$ cat src/rtl/core/iplhp_pkg.sv
// Types, constants and codes shared by the IPv4/L4 header parser files.
package iplhp_pkg;

  // Bytes past this count are ignored; the frame is judged as if cut here.
  localparam int MAX_FRAME_BYTES = 2048;
  localparam int OFF_W           = $clog2(MAX_FRAME_BYTES + 1);

  // Fixed byte positions within the frame.
  localparam int POS_ETYPE_HI  = 12;
  localparam int POS_ETYPE_LO  = 13;
  localparam int POS_IHL       = 14;
  localparam int POS_TLEN_HI   = 16;
  localparam int POS_TLEN_LO   = 17;
  localparam int POS_TTL       = 22;
  localparam int POS_PROTO     = 23;
  localparam int POS_SRC_FIRST = 26;
  localparam int POS_SRC_LAST  = 29;
  localparam int POS_DST_FIRST = 30;
  localparam int POS_DST_LAST  = 33;

  // Positions relative to the start of the transport header.
  localparam int L4_PORTS_END = 4;
  localparam int L4_SEQ_END   = 8;
  localparam int L4_TCP_DOFF  = 12;
  localparam int L4_TCP_FLAGS = 13;

  localparam int ETH_HDR_BYTES     = 14;
  localparam int IP_MIN_HDR_BYTES  = 20;
  localparam int IP_MIN_HDR_WORDS  = 5;
  localparam int TCP_MIN_HDR_WORDS = 5;
  localparam int TCP_MIN_HDR_BYTES = 20;
  localparam int UDP_HDR_BYTES     = 8;
  localparam int PREFIX_BYTES      = 7;
  localparam int DNS_MIN_PAYLOAD   = 12;
  localparam int TLS_MIN_PAYLOAD   = 5;

  localparam logic [15:0] ETHERTYPE_IPV4 = 16'h0800;
  localparam logic [7:0]  PROTO_TCP      = 8'd6;
  localparam logic [7:0]  PROTO_UDP      = 8'd17;
  localparam logic [15:0] PORT_DNS       = 16'd53;
  localparam logic [7:0]  TLS_HANDSHAKE  = 8'h16;
  localparam logic [7:0]  TLS_VER_MAJOR  = 8'h03;

  typedef enum logic [1:0] {
    APP_UNKNOWN = 2'd0,
    APP_HTTP    = 2'd1,
    APP_DNS     = 2'd2,
    APP_TLS     = 2'd3
  } app_class_e;

  typedef enum logic [2:0] {
    METH_NONE   = 3'd0,
    METH_GET    = 3'd1,
    METH_POST   = 3'd2,
    METH_PUT    = 3'd3,
    METH_DELETE = 3'd4,
    METH_HEAD   = 3'd5
  } http_method_e;

  typedef logic [OFF_W-1:0] offset_t;

  // Everything the parser keeps about the frame in flight.
  typedef struct packed {
    offset_t     byte_offset;
    logic [15:0] ethertype;
    logic [3:0]  ihl;
    logic [7:0]  proto;
    logic [15:0] total_len;
    logic [7:0]  ttl;
    logic [31:0] src_addr;
    logic [31:0] dst_addr;
    logic [31:0] port_pair;
    logic [3:0]  flags;
    logic [31:0] seq;
    logic [3:0]  tcp_words;
    logic [55:0] prefix;
    offset_t     payload_count;
  } parse_state_t;

  typedef struct packed {
    logic         valid_res;
    logic [31:0]  src_addr;
    logic [31:0]  dst_addr;
    logic [7:0]   ip_proto;
    logic [15:0]  ip_total_len;
    logic [7:0]   ip_ttl;
    logic [15:0]  src_port;
    logic [15:0]  dst_port;
    logic [3:0]   tcp_flag_bits;
    logic [31:0]  tcp_seq;
    app_class_e   app_class;
    http_method_e http_method;
  } result_t;

endpackage

$ cat src/rtl/core/iplhp_if.sv
// Valid/ready channel interfaces for frame bytes in and frame summaries out.
interface iplhp_in_if;
  logic       valid;
  logic       ready;
  logic [7:0] frame_byte;
  logic       last_byte;

  modport source (output valid, output frame_byte, output last_byte, input ready);
  modport sink   (input valid, input frame_byte, input last_byte, output ready);
endinterface

interface iplhp_out_if;
  logic        valid;
  logic        ready;
  logic        valid_res;
  logic [31:0] src_addr;
  logic [31:0] dst_addr;
  logic [7:0]  ip_proto;
  logic [15:0] ip_total_len;
  logic [7:0]  ip_ttl;
  logic [15:0] src_port;
  logic [15:0] dst_port;
  logic [3:0]  tcp_flag_bits;
  logic [31:0] tcp_seq;
  logic [1:0]  app_class;
  logic [2:0]  http_method;

  modport source (
    output valid, output valid_res, output src_addr, output dst_addr, output ip_proto,
    output ip_total_len, output ip_ttl, output src_port, output dst_port,
    output tcp_flag_bits, output tcp_seq, output app_class, output http_method,
    input ready
  );
  modport sink (
    input valid, input valid_res, input src_addr, input dst_addr, input ip_proto,
    input ip_total_len, input ip_ttl, input src_port, input dst_port,
    input tcp_flag_bits, input tcp_seq, input app_class, input http_method,
    output ready
  );
endinterface

$ cat src/rtl/core/iplhp_parse.sv
// Per-byte field capture: frame state registers and the end-of-frame snapshot.
module iplhp_parse (
  input  logic                 clk_i,
  input  logic                 rst_ni,
  input  logic                 take_i,
  input  logic [7:0]           frame_byte_i,
  input  logic                 last_byte_i,
  input  logic                 snap_take_i,
  output logic                 snap_valid_o,
  output iplhp_pkg::parse_state_t snap_o
);
  import iplhp_pkg::*;

  parse_state_t s_q, s_d, snap_q;
  logic         snap_valid_q, snap_valid_d;

  offset_t    pos, rel, pay_idx;
  logic [6:0] l4_start;
  logic [5:0] pay_off;
  logic       in_range, in_l4, is_tcp, is_udp, has_pay;

  assign pos      = s_q.byte_offset;
  assign in_range = pos < OFF_W'(MAX_FRAME_BYTES);
  assign l4_start = 7'(ETH_HDR_BYTES) + {1'b0, s_q.ihl, 2'b00};
  assign rel      = pos - OFF_W'(l4_start);
  assign in_l4    = (pos > OFF_W'(POS_IHL)) && (s_q.ihl >= 4'(IP_MIN_HDR_WORDS)) &&
                    (pos >= OFF_W'(l4_start));
  assign is_tcp   = s_q.proto == PROTO_TCP;
  assign is_udp   = s_q.proto == PROTO_UDP;
  assign pay_off  = is_tcp ? {s_q.tcp_words, 2'b00} : 6'(UDP_HDR_BYTES);
  assign has_pay  = (is_tcp && rel > OFF_W'(L4_TCP_DOFF) &&
                     s_q.tcp_words >= 4'(TCP_MIN_HDR_WORDS)) || is_udp;
  assign pay_idx  = rel - OFF_W'(pay_off);

  always_comb begin
    s_d = s_q;
    if (in_range) begin
      s_d.byte_offset = pos + OFF_W'(1);
      if (pos == OFF_W'(POS_ETYPE_HI)) s_d.ethertype[15:8] = frame_byte_i;
      if (pos == OFF_W'(POS_ETYPE_LO)) s_d.ethertype[7:0]  = frame_byte_i;
      if (pos == OFF_W'(POS_IHL))      s_d.ihl             = frame_byte_i[3:0];
      if (pos == OFF_W'(POS_TLEN_HI))  s_d.total_len[15:8] = frame_byte_i;
      if (pos == OFF_W'(POS_TLEN_LO))  s_d.total_len[7:0]  = frame_byte_i;
      if (pos == OFF_W'(POS_TTL))      s_d.ttl             = frame_byte_i;
      if (pos == OFF_W'(POS_PROTO))    s_d.proto           = frame_byte_i;
      if (pos >= OFF_W'(POS_SRC_FIRST) && pos <= OFF_W'(POS_SRC_LAST)) begin
        s_d.src_addr = {s_q.src_addr[23:0], frame_byte_i};
      end
      if (pos >= OFF_W'(POS_DST_FIRST) && pos <= OFF_W'(POS_DST_LAST)) begin
        s_d.dst_addr = {s_q.dst_addr[23:0], frame_byte_i};
      end
      if (in_l4) begin
        if (rel < OFF_W'(L4_PORTS_END)) s_d.port_pair = {s_q.port_pair[23:0], frame_byte_i};
        if (is_tcp) begin
          if (rel >= OFF_W'(L4_PORTS_END) && rel < OFF_W'(L4_SEQ_END)) begin
            s_d.seq = {s_q.seq[23:0], frame_byte_i};
          end
          if (rel == OFF_W'(L4_TCP_DOFF)) s_d.tcp_words = frame_byte_i[7:4];
          if (rel == OFF_W'(L4_TCP_FLAGS)) begin
            // Repacked as SYN, ACK, FIN, RST from the low bit up.
            s_d.flags = {frame_byte_i[2], frame_byte_i[0], frame_byte_i[4], frame_byte_i[1]};
          end
        end
        if (has_pay && rel >= OFF_W'(pay_off)) begin
          for (int i = 0; i < PREFIX_BYTES; i++) begin
            if (pay_idx == OFF_W'(i)) s_d.prefix[8*i +: 8] = frame_byte_i;
          end
          s_d.payload_count = s_q.payload_count + OFF_W'(1);
        end
      end
    end
  end

  assign snap_valid_d = (take_i && last_byte_i) ? 1'b1 :
                        (snap_take_i ? 1'b0 : snap_valid_q);

  always_ff @(posedge clk_i or negedge rst_ni) begin
    if (!rst_ni) begin
      s_q          <= '0;
      snap_valid_q <= 1'b0;
    end else begin
      snap_valid_q <= snap_valid_d;
      if (take_i) begin
        s_q <= last_byte_i ? '0 : s_d;
      end
    end
  end

  always_ff @(posedge clk_i) begin
    if (take_i && last_byte_i) begin
      snap_q <= s_d;
    end
  end

  assign snap_valid_o = snap_valid_q;
  assign snap_o       = snap_q;

endmodule

$ cat src/rtl/core/iplhp_classify.sv
// Frame verdict and application class, worked out from the end-of-frame snapshot.
module iplhp_classify (
  input  iplhp_pkg::parse_state_t snap_i,
  output iplhp_pkg::result_t      res_o
);
  import iplhp_pkg::*;

  // Method prefixes with the first character in the low byte, as the prefix is stored.
  localparam logic [31:0] PAT_GET    = " TEG";
  localparam logic [39:0] PAT_POST   = " TSOP";
  localparam logic [31:0] PAT_PUT    = " TUP";
  localparam logic [55:0] PAT_DELETE = " ETELED";
  localparam logic [39:0] PAT_HEAD   = " DAEH";

  logic [6:0]   l4_start;
  offset_t      len, rem, cnt;
  logic         ip_ok, l4_ok, ok, dns_port;
  http_method_e meth;
  app_class_e   cls;

  assign len      = snap_i.byte_offset;
  assign cnt      = snap_i.payload_count;
  assign l4_start = 7'(ETH_HDR_BYTES) + {1'b0, snap_i.ihl, 2'b00};
  assign ip_ok    = (len >= OFF_W'(ETH_HDR_BYTES + IP_MIN_HDR_BYTES)) &&
                    (snap_i.ethertype == ETHERTYPE_IPV4) &&
                    (snap_i.ihl >= 4'(IP_MIN_HDR_WORDS)) &&
                    (len >= OFF_W'(l4_start));
  assign rem      = len - OFF_W'(l4_start);

  always_comb begin
    priority if (snap_i.proto == PROTO_TCP) begin
      l4_ok = (rem >= OFF_W'(TCP_MIN_HDR_BYTES)) &&
              (snap_i.tcp_words >= 4'(TCP_MIN_HDR_WORDS)) &&
              (rem >= OFF_W'({snap_i.tcp_words, 2'b00}));
    end else if (snap_i.proto == PROTO_UDP) begin
      l4_ok = rem >= OFF_W'(UDP_HDR_BYTES);
    end else begin
      l4_ok = 1'b0;
    end
  end

  assign ok       = ip_ok && l4_ok;
  assign dns_port = (snap_i.port_pair[31:16] == PORT_DNS) ||
                    (snap_i.port_pair[15:0] == PORT_DNS);

  always_comb begin
    priority if (cnt >= OFF_W'(4) && snap_i.prefix[31:0] == PAT_GET) begin
      meth = METH_GET;
    end else if (cnt >= OFF_W'(5) && snap_i.prefix[39:0] == PAT_POST) begin
      meth = METH_POST;
    end else if (cnt >= OFF_W'(4) && snap_i.prefix[31:0] == PAT_PUT) begin
      meth = METH_PUT;
    end else if (cnt >= OFF_W'(7) && snap_i.prefix[55:0] == PAT_DELETE) begin
      meth = METH_DELETE;
    end else if (cnt >= OFF_W'(5) && snap_i.prefix[39:0] == PAT_HEAD) begin
      meth = METH_HEAD;
    end else begin
      meth = METH_NONE;
    end
  end

  always_comb begin
    priority if (meth != METH_NONE) begin
      cls = APP_HTTP;
    end else if (dns_port && cnt >= OFF_W'(DNS_MIN_PAYLOAD)) begin
      cls = APP_DNS;
    end else if (cnt >= OFF_W'(TLS_MIN_PAYLOAD) && snap_i.prefix[7:0] == TLS_HANDSHAKE &&
                 snap_i.prefix[15:8] == TLS_VER_MAJOR) begin
      cls = APP_TLS;
    end else begin
      cls = APP_UNKNOWN;
    end
  end

  always_comb begin
    res_o = '0;
    if (ok) begin
      res_o.valid_res    = 1'b1;
      res_o.src_addr     = snap_i.src_addr;
      res_o.dst_addr     = snap_i.dst_addr;
      res_o.ip_proto     = snap_i.proto;
      res_o.ip_total_len = snap_i.total_len;
      res_o.ip_ttl       = snap_i.ttl;
      res_o.src_port     = snap_i.port_pair[31:16];
      res_o.dst_port     = snap_i.port_pair[15:0];
      if (snap_i.proto == PROTO_TCP) begin
        res_o.tcp_flag_bits = snap_i.flags;
        res_o.tcp_seq       = snap_i.seq;
      end
      res_o.app_class   = cls;
      res_o.http_method = meth;
    end
  end

endmodule

$ cat src/rtl/core/ipv4_l4_header_parser.sv
// Top level of the streaming Ethernet/IPv4/TCP-UDP header parser.
//
//   Channel    Dir  Transaction                 Payload
//   frame_i    in   one frame byte              frame_byte, last_byte
//   summary_o  out  one summary per frame       valid_res .. http_method
//
// One byte is taken per cycle while frame_i.ready is high. The byte updates the frame
// state registers in the cycle it is accepted; the last byte also loads a snapshot
// register, from which the summary moves into the output register once that is free.
// Reset clears the frame state and all valid flags; no clearing pass.
// frame_i.ready falls only while a finished summary waits in the snapshot and the
// output register holds an earlier summary that summary_o has not yet taken.
module ipv4_l4_header_parser (
  input  logic        clk_i,
  input  logic        rst_ni,
  iplhp_in_if.sink    frame_i,
  iplhp_out_if.source summary_o
);
  import iplhp_pkg::*;

  parse_state_t snap;
  result_t      res, out_res_q;
  logic         take, snap_valid, snap_take;
  logic         out_valid_q, out_valid_d;

  // The output register frees whenever it is empty or its summary is taken now.
  assign snap_take     = snap_valid && (!out_valid_q || summary_o.ready);

  // The snapshot register is the only place the input can wait on the output;
  // bytes that are not last never need it, but ready does not look at the payload.
  assign frame_i.ready = !snap_valid || snap_take;
  assign take          = frame_i.valid && frame_i.ready;

  iplhp_parse u_parse (
    .clk_i        (clk_i),
    .rst_ni       (rst_ni),
    .take_i       (take),
    .frame_byte_i (frame_i.frame_byte),
    .last_byte_i  (frame_i.last_byte),
    .snap_take_i  (snap_take),
    .snap_valid_o (snap_valid),
    .snap_o       (snap)
  );

  iplhp_classify u_classify (
    .snap_i (snap),
    .res_o  (res)
  );

  assign out_valid_d = snap_take ? 1'b1 :
                       ((out_valid_q && summary_o.ready) ? 1'b0 : out_valid_q);

  always_ff @(posedge clk_i or negedge rst_ni) begin
    if (!rst_ni) begin
      out_valid_q <= 1'b0;
    end else begin
      out_valid_q <= out_valid_d;
    end
  end

  // Summary payload; it only changes when a new summary moves in.
  always_ff @(posedge clk_i) begin
    if (snap_take) begin
      out_res_q <= res;
    end
  end

  assign summary_o.valid         = out_valid_q;
  assign summary_o.valid_res     = out_res_q.valid_res;
  assign summary_o.src_addr      = out_res_q.src_addr;
  assign summary_o.dst_addr      = out_res_q.dst_addr;
  assign summary_o.ip_proto      = out_res_q.ip_proto;
  assign summary_o.ip_total_len  = out_res_q.ip_total_len;
  assign summary_o.ip_ttl        = out_res_q.ip_ttl;
  assign summary_o.src_port      = out_res_q.src_port;
  assign summary_o.dst_port      = out_res_q.dst_port;
  assign summary_o.tcp_flag_bits = out_res_q.tcp_flag_bits;
  assign summary_o.tcp_seq       = out_res_q.tcp_seq;
  assign summary_o.app_class     = out_res_q.app_class;
  assign summary_o.http_method   = out_res_q.http_method;

endmodule

$ cat src/flat_wrapper.sv
// flat-port wrapper written by rule: the top's interface ports become plain ports
module ipv4_l4_header_parser_flat import iplhp_pkg::*;
  (clk_i, rst_ni, frame_i_valid, frame_i_frame_byte, frame_i_last_byte, frame_i_ready, summary_o_valid, summary_o_valid_res, summary_o_src_addr, summary_o_dst_addr, summary_o_ip_proto, summary_o_ip_total_len, summary_o_ip_ttl, summary_o_src_port, summary_o_dst_port, summary_o_tcp_flag_bits, summary_o_tcp_seq, summary_o_app_class, summary_o_http_method, summary_o_ready);
  iplhp_in_if frame_i_i ();
  iplhp_out_if summary_o_i ();
  input  logic clk_i;
  input  logic rst_ni;
  input wire logic [$bits(frame_i_i.valid)-1:0] frame_i_valid;
  input wire logic [$bits(frame_i_i.frame_byte)-1:0] frame_i_frame_byte;
  input wire logic [$bits(frame_i_i.last_byte)-1:0] frame_i_last_byte;
  output wire logic [$bits(frame_i_i.ready)-1:0] frame_i_ready;
  output wire logic [$bits(summary_o_i.valid)-1:0] summary_o_valid;
  output wire logic [$bits(summary_o_i.valid_res)-1:0] summary_o_valid_res;
  output wire logic [$bits(summary_o_i.src_addr)-1:0] summary_o_src_addr;
  output wire logic [$bits(summary_o_i.dst_addr)-1:0] summary_o_dst_addr;
  output wire logic [$bits(summary_o_i.ip_proto)-1:0] summary_o_ip_proto;
  output wire logic [$bits(summary_o_i.ip_total_len)-1:0] summary_o_ip_total_len;
  output wire logic [$bits(summary_o_i.ip_ttl)-1:0] summary_o_ip_ttl;
  output wire logic [$bits(summary_o_i.src_port)-1:0] summary_o_src_port;
  output wire logic [$bits(summary_o_i.dst_port)-1:0] summary_o_dst_port;
  output wire logic [$bits(summary_o_i.tcp_flag_bits)-1:0] summary_o_tcp_flag_bits;
  output wire logic [$bits(summary_o_i.tcp_seq)-1:0] summary_o_tcp_seq;
  output wire logic [$bits(summary_o_i.app_class)-1:0] summary_o_app_class;
  output wire logic [$bits(summary_o_i.http_method)-1:0] summary_o_http_method;
  input wire logic [$bits(summary_o_i.ready)-1:0] summary_o_ready;
  assign frame_i_i.valid = frame_i_valid;
  assign frame_i_i.frame_byte = frame_i_frame_byte;
  assign frame_i_i.last_byte = frame_i_last_byte;
  assign frame_i_ready = frame_i_i.ready;
  assign summary_o_valid = summary_o_i.valid;
  assign summary_o_valid_res = summary_o_i.valid_res;
  assign summary_o_src_addr = summary_o_i.src_addr;
  assign summary_o_dst_addr = summary_o_i.dst_addr;
  assign summary_o_ip_proto = summary_o_i.ip_proto;
  assign summary_o_ip_total_len = summary_o_i.ip_total_len;
  assign summary_o_ip_ttl = summary_o_i.ip_ttl;
  assign summary_o_src_port = summary_o_i.src_port;
  assign summary_o_dst_port = summary_o_i.dst_port;
  assign summary_o_tcp_flag_bits = summary_o_i.tcp_flag_bits;
  assign summary_o_tcp_seq = summary_o_i.tcp_seq;
  assign summary_o_app_class = summary_o_i.app_class;
  assign summary_o_http_method = summary_o_i.http_method;
  assign summary_o_i.ready = summary_o_ready;
  ipv4_l4_header_parser u_core (.clk_i(clk_i), .rst_ni(rst_ni), .frame_i(frame_i_i), .summary_o(summary_o_i));
endmodule
$ cat config.mk
export PLATFORM = sky130hd
export DESIGN_NAME = ipv4_l4_header_parser_flat
export DESIGN_NICKNAME = d
export VERILOG_FILES = /design/src/rtl/core/iplhp_pkg.sv /design/src/rtl/core/iplhp_if.sv /design/src/rtl/core/iplhp_parse.sv /design/src/rtl/core/iplhp_classify.sv /design/src/rtl/core/ipv4_l4_header_parser.sv /design/src/flat_wrapper.sv
export SDC_FILE = /design/constraint.sdc
export NUM_CORES = 1
export LEC_CHECK = 0
export BUFFER_PORTS_ARGS = -buffer_cell sky130_fd_sc_hd__buf_2
export CORE_MARGIN = 3
export CORE_UTILIZATION = 30
export DETAILED_ROUTE_END_ITERATION = 10
export PLACE_DENSITY = 0.43
export SLEW_MARGIN = 10
export SYNTH_ARGS = -nofsm -noshare
export SYNTH_HDL_FRONTEND = slang
export SYNTH_HIERARCHICAL = 1
export SYNTH_SLANG_ARGS = --single-unit
$ cat constraint.sdc
create_clock -name clk_i -period 22.2 [get_ports clk_i]
set_clock_uncertainty 0.1 [all_clocks]
set_input_delay 1.11 -clock clk_i [delete_from_list [all_inputs] [get_ports clk_i]]
set_output_delay 1.11 -clock clk_i [all_outputs]
set_load 0.02 [all_outputs]
* Word level (Yosys, flattened, before mapping)
Cells that the tools add are included.
Cells by class: reductions and logical operators 38, bitwise operators 1, add/subtract/negate cells 7, order comparisons 25, mux-type cells 42, eq/ne operators 29
Operator list (count):
- two-way mux 268 bit | 2
- two-way mux 170 bit | 1
- two-way mux 140 bit | 1
- two-way mux 32 bit | 4
- two-way mux 8 bit | 13
- equality test 40 x 38 -> 1 bit (second input constant) | 2
- two-way mux 68 bit | 1
- equality test 32 x 30 -> 1 bit (second input constant) | 2
- equality test 12 x 4 -> 1 bit (second input constant) | 5
- equality test 56 x 54 -> 1 bit (second input constant) | 1
- equality test 12 x 5 -> 1 bit (second input constant) | 4
- >= comparator 12 x 3 -> 1 bit (second input constant) | 4
- two-way mux 40 bit | 1
- equality test 12 x 3 -> 1 bit (second input constant) | 3
- >= comparator 12 x 5 -> 1 bit (second input constant) | 3
- two-way mux 36 bit | 1
- equality test 16 x 6 -> 1 bit (second input constant) | 2
- logical AND 1 bit | 26
- adder 12 x 1 -> 12 bit (second input constant) | 2
- equality test 12 x 2 -> 1 bit (second input constant) | 2
- equality test 8 x 5 -> 1 bit (second input constant) | 3
- >= comparator 12 x 4 -> 1 bit (second input constant) | 2
- >= comparator 12 x 6 -> 1 bit | 2
- >= comparator 12 x 7 -> 1 bit | 2
- 28 further kinds | 53
Storage, ports and cells: output and inout port bits 172, input port bits 13, bits in registers 708, logic and storage cells 185

* Depth between registers and ports, before layout
Gate-level depths: netlist of run 1.
depth after elaboration 11, gate-level depth with buffers 18

* Modules after synthesis
The synthesis of run 1 kept the hierarchy.
By module, submodules not included:
- iplhp_parse | seq. area each 14779.2 µm², cells each 2015, times used 1, area each 24435.9 µm²
- ipv4_l4_header_parser | seq. area each 5129.9 µm², cells each 177, times used 1, area each 5173.7 µm²
- iplhp_classify | seq. area each 0.0 µm², cells each 409, times used 1, area each 2705.1 µm²

* Worst setup path after synthesis of run 1
Ideal clock, no wire load.
path kind input to register, start input summary_o_ready, end register u_core.u_parse.snap_q, in the netlist u_core/u_parse/snap_o[0] (enable), stages on the path 6, data arrival time 7443 ps, slack 14039 ps, cell sequence nor2b_4 a21boi_0 clkbuf_1 clkbuf_1 nand2_1 inv_1
On the way: longest elaborated chain between the ends 5
RTL lines:
- from (decl) | RTL line flat_wrapper.sv:25 | input wire logic [$bits(summary_o_i.ready)-1:0] summary_o_ready;
- logical OR 1 bit | RTL line ipv4_l4_header_parser.sv:27 | assign snap_take = snap_valid && (!out_valid_q || summary_o.ready);
- logical AND 1 bit | RTL line ipv4_l4_header_parser.sv:27
- logical OR 1 bit | RTL line ipv4_l4_header_parser.sv:31 | assign frame_i.ready = !snap_valid || snap_take;
- logical AND 1 bit | RTL line ipv4_l4_header_parser.sv:32 | assign take = frame_i.valid && frame_i.ready;
- net u_core.take | RTL line ipv4_l4_header_parser.sv:23 | logic take, snap_valid, snap_take;
- logical AND 1 bit | RTL line iplhp_parse.sv:90 | if (take_i && last_byte_i) begin
- to (signal assigned) | RTL line iplhp_parse.sv:91 | snap_q <= s_d;
- to (decl) | RTL line iplhp_parse.sv:14 | parse_state_t s_q, s_d, snap_q;
The timed path passes the listed nets, and every way through them passes these cells. A chain may end at the register's enable or synchronous reset.

==> flow_metrics.py, run 1 <==
metrics = {
    "outcome": {
        "status": "complete, no violations",
    },
    "routing": {
        "first_iter_violations": 1433,
        "wl_met1_um": 40700,
        "detail-route-antenna-nets": 0,
        "drc": 0,
        "dr_wl_met2_um": 40260,
        "drtPass1Iterations": 6,
        "vias_per_cell": 5.039,
        "num_vias": 21020,
        "dr_wl_met3_um": 3923,
        "finalWirelength_um": 87540,
        "avgRoutedWirePerCell_um": 20.98,
        "topRoutingLayerUsed": "met5",
    },
    "setup_path": {
        "r2r-start": "u_core/u_parse/pos[2]$_DFFE_PN0P_",
        "arrival_ns": 5.45,
        "timing.rr.end": "u_core/u_parse/snap_o[51]$_DFFE_PP_",
        "end_kind": "flop",
        "crit_required_ns": 22.47,
        "reg2reg_slack_ns": 17.02,
        "worstSetupPathType": "reg -> reg",
        "worstSetupStartpointType": "flop",
        "reg2regPathDepth": 11,
        "path_max_fanout": 20,
    },
    "sta": {
        "fmax_mhz": 193.2,
        "max_slew_margin_pct": 22.64,
        "fin_hold_ws_ns": 0.3118,
        "rsz0062_at_grt": "no",
        "setup_violations": 0,
        "fin_tns_setup_ns": 0,
        "period_minus_slack_ns": 5.177,
        "tightestPinTransition_ns": 1.160,
        "fin_crit_sh_pct": 23.32,
        "timing.final.ws_setup_ns": 17.02,
        "slew_violations": 0,
        "finalHoldViolCount": 0,
    },
    "final_layout": {
        "drive_gt1_share_pct": 21.00,
        "final_util_pct": 34.87,
        "layout.nets": 2759,
        "area_growth_pct": 14.57,
        "num_antenna_cells": 0,
    },
    "clocking": {
        "clock_sinks": 708,
        "clk_latency_ns": 0.65,
        "htreeDepth": 3,
        "cts_tree": "yes",
        "cts_setup_buffers": 0,
        "cts_hold_buf": 0,
        "post_cts_resized": 0,
        "cts-root-buf": "clkbuf_16",
        "cts_buffers": 82,
        "path_clk_slew_ns": 0.06,
        "clock_path_buffers": 3,
    },
    "placement": {
        "io_buffers": 184,
        "globalplace.congestion": 0.7979,
        "place_ws_ns": 17.10,
        "post-dp-hpwl_um": 53340,
    },
    "power_and_ir_drop": {
        "power_frac_comb_pct": 17.7,
        "vdd_drop_max_mv": 0.05439,
        "clkPwrFrac_pct": 35.1,
        "finalPower_w": 0.003741,
        "switchingPower_w": 0.001130,
        "sequentialPowerShare_pct": 47.2,
        "leakage_nw": 14.79,
        "p_per_area_nw_per_um2": 101.0,
        "p_sw_share_pct": 30.20,
        "intPower_w": 0.002611,
    },
    "die": {
        "die_area_um2": 111700,
        "io_pins": 185,
        "chipHeight_um": 334.2,
        "start_util_pct": 30.44,
        "core.rowCount": 119,
        "fp.coreArea_um2": 106200,
        "die_x_um": 334.2,
    },
    "synth": {
        "ys_warn_count": 6,
        "syn_inst": 2601,
        "synth_area_leaders": "edfxtp_1 41%, dfrtp_1 21%, mux2_2 7.4%",
        "synth_ff_type": "edfxtp_1",
        "ys_types": 84,
        "yosysTopAreaCell": "edfxtp_1",
        "synthArstFlopShare_pct": 38.14,
        "ys_ff_latch": 708,
        "yosysTopAreaCellShare_pct": 40.70,
        "syn_area_um2": 32310,
        "seq_area_frac_synth_pct": 61.61,
        "synth_area_per_cell_um2": 12.42,
        "synth-edff-count": 438,
    },
    "grt": {
        "grt_pass1_wl_um": 134500,
        "grt_antenna_before_repair": 6,
        "grt_use_total_pct": 15.43,
        "grt_start_max_net_pins": 225,
        "grt_pass1_vias": 21210,
        "overflow": 0,
    },
    "worst_hold_path": {
        "hold_path.class": "in -> async",
    },
    "job": {
        "maxCapViolations": 0,
    },
}
-- routing by layer --
metal / up-vias / global-route usage (%)
li1: 9847 / -
met1: 10500 / 21.50
met2: 526 / 24.50
met3: 146 / 2.376
met4: 6 / 5.394
met5: - / 0
-- through the flow --
step           instance area (um^2)  instances
2_1_floorplan                 32330       2604
3_3_place_gp                  34410       4018
3_5_place_dp                  34410       4018
4_1_cts                       37020       4172
5_1_grt                       37020       4172
6_report                      37020       4172
-- cell families (layout without fill, tap and decap cells) --
family                   count (synthesis)  in the layout  synth area share (%)
flip-flops                             708            708                 61.61
other                                    1              4               0.01160
AND/OR/NAND/NOR                        699            699                 10.48
AO/OA/AOI/OAI                          585            585                 13.63
buffers and inverters                  317            494                 4.197
XOR/XNOR                                30             30                0.8131
multiplexers                           226            226                 7.841
adder cells (fa/ha/maj)                 35             35                 1.425
-- worst max path at each step --
stage,from,slack (ns),endpoint,cells past startpoint
after CTS,u_core/u_parse/s_q[236]$_DFFE_PN0P_,17.06,u_core/u_parse/snap_o[37]$_DFFE_PP_,13
after global routing,u_core/u_parse/s_q[236]$_DFFE_PN0P_,16.68,u_core/u_parse/snap_o[51]$_DFFE_PP_,15
after floorplan,summary_o_ready,14.04,u_core/u_parse/snap_o[0]$_DFFE_PP_,6
final,u_core/u_parse/pos[2]$_DFFE_PN0P_,17.02,u_core/u_parse/snap_o[51]$_DFFE_PP_,11
after global placement,u_core/u_parse/s_q[236]$_DFFE_PN0P_,17.19,u_core/u_parse/snap_o[61]$_DFFE_PP_,15
after detailed placement,u_core/u_parse/s_q[236]$_DFFE_PN0P_,17.10,u_core/u_parse/snap_o[50]$_DFFE_PP_,13
-- area by class of cell --
type                            count  area, um^2
Tap cell                         1391        1740
Clock buffer                      114        2243
Inverter                          125       489.2
Multi-Input combinational cell   1579       11100
Clock inverter                     40       371.6
Fill cell                       10370       69140
Sequential cell                   708       19910
Timing Repair Buffer              215        1164
-- power by group through the flow --
stage	clock [W]	sequential, W	combinational (W)
2_1_floorplan	0	0.00190	0.000332
3_3_place_gp	0	0.00179	0.000664
3_5_place_dp	0	0.00179	0.000672
4_1_cts	0.00136	0.00177	0.000674
5_1_grt	0.00141	0.00179	0.000728
6_report	0.00131	0.00176	0.000663
-- critical path: stages (launching register included) --
cell	delay [ns]
dfrtp_1	0.64
fa_1	0.56
xor2_1	0.51
ha_1	0.35
nor2b_1	0.16
o211ai_1	0.22
and2_1	0.19
nand4_1	0.10
o211ai_1	0.77
o2111ai_2	0.43
nor2_4	0.48
mux2_2	0.38
-- Yosys cell counts (9+ instances only) --
cell and instances:
a21oi_1 24, and3_1 13, nor2_1 90, o211ai_1 14, nor3_1 22, or4_1 14
buf_6 12, nor4bb_1 10, buf_1 16, buf_2 22, xor2_1 17, a221o_1 45
nor4_1 22, a22o_1 33, o211a_1 44, ha_1 32, nor2b_1 17, nand2_1 339
inv_1 124, a31oi_1 9, clkbuf_1 129, nand3_1 75, buf_4 13, xnor2_1 13
mux2_2 213, o21ai_1 14, edfxtp_1 438, o21ai_0 161, nand4_1 16, or3_1 25
a21boi_0 120, nor4b_1 10, o221ai_1 44, mux2i_1 12, dfrtp_1 270
-- registers in the layout, indices dropped and copies added, names as in the netlist --
register                        cells
u_core/summary_o.app_class          2
u_core/summary_o.src_port          16
u_core/summary_o.dst_addr          32
u_core/u_parse/s_q                256
u_core/summary_o.valid_res          1
u_core/summary_o.ip_ttl             8
u_core/summary_o.tcp_flag_bits      4
u_core/summary_o.tcp_seq           32
u_core/u_parse/pos                 12
u_core/summary_o.src_addr          32
u_core/summary_o.dst_port          16
u_core/summary_o.http_method        3
u_core/summary_o.valid              1
u_core/u_parse/snap_valid_o         1
u_core/summary_o.ip_proto           8
u_core/summary_o.ip_total_len      16
u_core/u_parse/snap_o             268
-- cells in the final DEF, fill, tap and decap left out, types with 26 or more instances in the layout --
cell       count
edfxtp_1     438
nand2_1      339
dfrtp_1      270
mux2_2       213
buf_2        183
o21ai_0      161
inv_1        122
a21boi_0     119
nor2_1        89
clkbuf_16     83
nand3_1       75
a221o_1       45
o211a_1       44
o221ai_1      44
a22o_1        33
ha_1          32
buf_4         31
clkbuf_1      26
Note: power is estimated with default switching activity, not from simulation.
==> inputs of run 2 (changes only) <==
==> constraint.sdc (replaced) <==
create_clock -name clk_i -period 5.3 [get_ports clk_i]
set_clock_uncertainty 0.1 [all_clocks]
set_input_delay 0.265 -clock clk_i [delete_from_list [all_inputs] [get_ports clk_i]]
set_output_delay 0.265 -clock clk_i [all_outputs]
set_load 0.02 [all_outputs]
==> flow_metrics.py, run 2 (same netlist as run 1, synthesis figures left out) <==
metrics = {
    "power_and_ir_drop": {
        "p_sw_share_pct": 29.99,
        "clkPwrFrac_pct": 34.5,
        "leakage_nw": 14.91,
        "p_per_area_nw_per_um2": 418.3,
        "vdd_drop_max_mv": 0.2612,
        "sequentialPowerShare_pct": 47.1,
        "switchingPower_w": 0.004668,
        "intPower_w": 0.01090,
        "power_frac_comb_pct": 18.3,
    },
    "grt": {
        "grt_use_total_pct": 15.29,
        "grt_pass1_wl_um": 133200,
        "overflow": 0,
        "grt_pass1_vias": 21030,
        "grt_start_max_net_pins": 190,
        "grt_antenna_before_repair": 2,
    },
    "routing": {
        "finalWirelength_um": 86700,
        "first_iter_violations": 1558,
        "vias_per_cell": 5.007,
        "drtPass1Iterations": 5,
        "avgRoutedWirePerCell_um": 20.70,
        "detail-route-antenna-nets": 0,
        "num_vias": 20970,
        "drc": 0,
    },
    "worst_hold_path": {
        "hold_path.class": "in -> async",
    },
    "outcome": {
        "status": "complete, no violations",
    },
    "clocking": {
        "clk_latency_ns": 0.63,
        "post_cts_resized": 0,
        "clock_path_buffers": 3,
        "clock_sinks": 708,
        "htreeDepth": 3,
        "cts-root-buf": "clkbuf_16",
        "path_clk_slew_ns": 0.06,
        "cts_tree": "yes",
        "cts_buffers": 80,
    },
    "final_layout": {
        "area_growth_pct": 15.16,
        "mostFrequentLayoutCells": "438 x edfxtp_1, 338 x nand2_1, 269 x dfrtp_1",
        "largest_reg_flops": 268,
        "drive_gt1_share_pct": 21.78,
        "layout.nets": 2779,
        "layout_commonest_cell": "edfxtp_1",
    },
    "setup_path": {
        "worstSetupStartpointType": "flop",
        "path_max_fanout": 10,
        "crit_required_ns": 5.58,
        "worstSetupPathType": "reg -> reg",
        "end_kind": "flop",
        "arrival_ns": 5.06,
    },
    "die": {
        "die_area_um2": 111700,
        "die_x_um": 334.2,
        "fp.coreArea_um2": 106200,
        "chipHeight_um": 334.2,
        "start_util_pct": 30.44,
        "core.rowCount": 119,
        "io_pins": 185,
    },
    "sta": {
        "tightestPinTransition_ns": 1.088,
        "fin_crit_sh_pct": 90.10,
        "timing.final.ws_setup_ns": 0.5248,
        "rsz0062_at_grt": "no",
        "fmax_mhz": 209.4,
        "slew_violations": 0,
        "max_slew_margin_pct": 27.48,
        "setup_violations": 0,
        "fin_tns_setup_ns": 0,
        "fin_hold_ws_ns": 0.1337,
        "period_minus_slack_ns": 4.775,
        "finalHoldViolCount": 0,
    },
    "placement": {
        "place_ws_ns": 0.5769,
        "post-dp-hpwl_um": 53530,
        "globalplace.congestion": 0.7972,
        "io_buffers": 184,
    },
    "job": {
        "maxCapViolations": 0,
    },
}
-- run 2: cell count changes in the layout (fill, tap and decap cells not counted), moves of 2 or more --
| cell | delta |
|---|---|
| clkbuf_16 | -2 |
| clkinv_2 | +9 |
| clkbuf_1 | -6 |
| buf_4 | +11 |
| clkbuf_8 | -3 |
| clkinv_1 | -5 |
| dlygate4sd3_1 | +3 |
| buf_12 | +8 |
-- run 2: path summary, 6_finish.rpt --
kind	from	endpoint	slack (ns)	cells after the start
max	u_core/u_parse/s_q[236]$_DFFE_PN0P_	u_core/u_parse/snap_o[51]$_DFFE_PP_	0.52	15
min	rst_ni	u_core/u_parse/s_q[101]$_DFFE_PN0P_	0.13	2
max reg2reg	u_core/u_parse/s_q[236]$_DFFE_PN0P_	u_core/u_parse/snap_o[51]$_DFFE_PP_	0.52	15
min reg2reg	u_core/u_parse/s_q[216]$_DFFE_PN0P_	u_core/u_parse/s_q[216]$_DFFE_PN0P_	0.38	2
max in group asynchronous	rst_ni	u_core/u_parse/s_q[240]$_DFFE_PN0P_	3.42	3
min in group clk_i	frame_i_frame_byte[1]	u_core/u_parse/snap_o[45]$_DFFE_PP_	0.16	2
-- run 2: per-layer routing --
layer | up-vias | wire length, um | part of all wire [%] | track usage [%]
met5 | - | 0 | 0 | 0
met4 | 0 | 1953 | 2.3 | 4.483
met3 | 109 | 3679 | 4.2 | 2.700
met2 | 459 | 40120 | 46 | 24.16
met1 | 10510 | 40950 | 47 | 21.53
li1 | 9890 | - | - | -
-- run 2: repair_timing --
action | in CTS | in global routing
setup buffers | 0 | 0
hold buffers | 3 | 0
endpoints found under the hold margin | 96 | 0
-- run 2: power groups by stage --
stage	sequential [W]	combinational, W	clock (W)
final	0.00734	0.00285	0.00538
after global routing	0.00743	0.00316	0.00579
after CTS	0.00735	0.00291	0.00557
after global placement	0.00744	0.00286	0
after floorplan	0.00794	0.00140	0
after detailed placement	0.00746	0.00290	0
-- run 2: cell type report --
class / count / area, um^2
antenna: 1 / 2.502
clock buffer: 103 / 2130
clock inverter: 44 / 397.9
fill: 10320 / 68950
inverter: 125 / 485.5
multi-input combinational: 1579 / 11110
sequential: 708 / 19910
tap: 1391 / 1740
timing repair buffer: 237 / 1436
-- run 2: metrics by stage --
step / utilization (%) / cell area (um^2) / std cells / total power [W]
6_report: 35.05 / 37210 / 4188 / 0.01557
5_1_grt: 35.05 / 37210 / 4187 / 0.01638
4_1_cts: 35.05 / 37210 / 4187 / 0.01583
3_5_place_dp: 32.64 / 34650 / 4037 / 0.01036
3_3_place_gp: 32.64 / 34650 / 4037 / 0.01030
2_1_floorplan: - / 32370 / 2604 / 0.009339
-- run 2: worst max-delay path: stages, from the launching register on --
cell,delay [ns]
dfrtp_1,0.43
inv_1,0.10
ha_1,0.30
ha_1,0.36
a21oi_1,0.26
o21ai_0,0.11
o21a_1,0.15
ha_1,0.37
o211ai_1,0.14
a21oi_1,0.19
o21ai_0,0.19
o41ai_4,0.62
o2111ai_2,0.44
nor2_4,0.19
buf_4,0.19
mux2_2,0.35
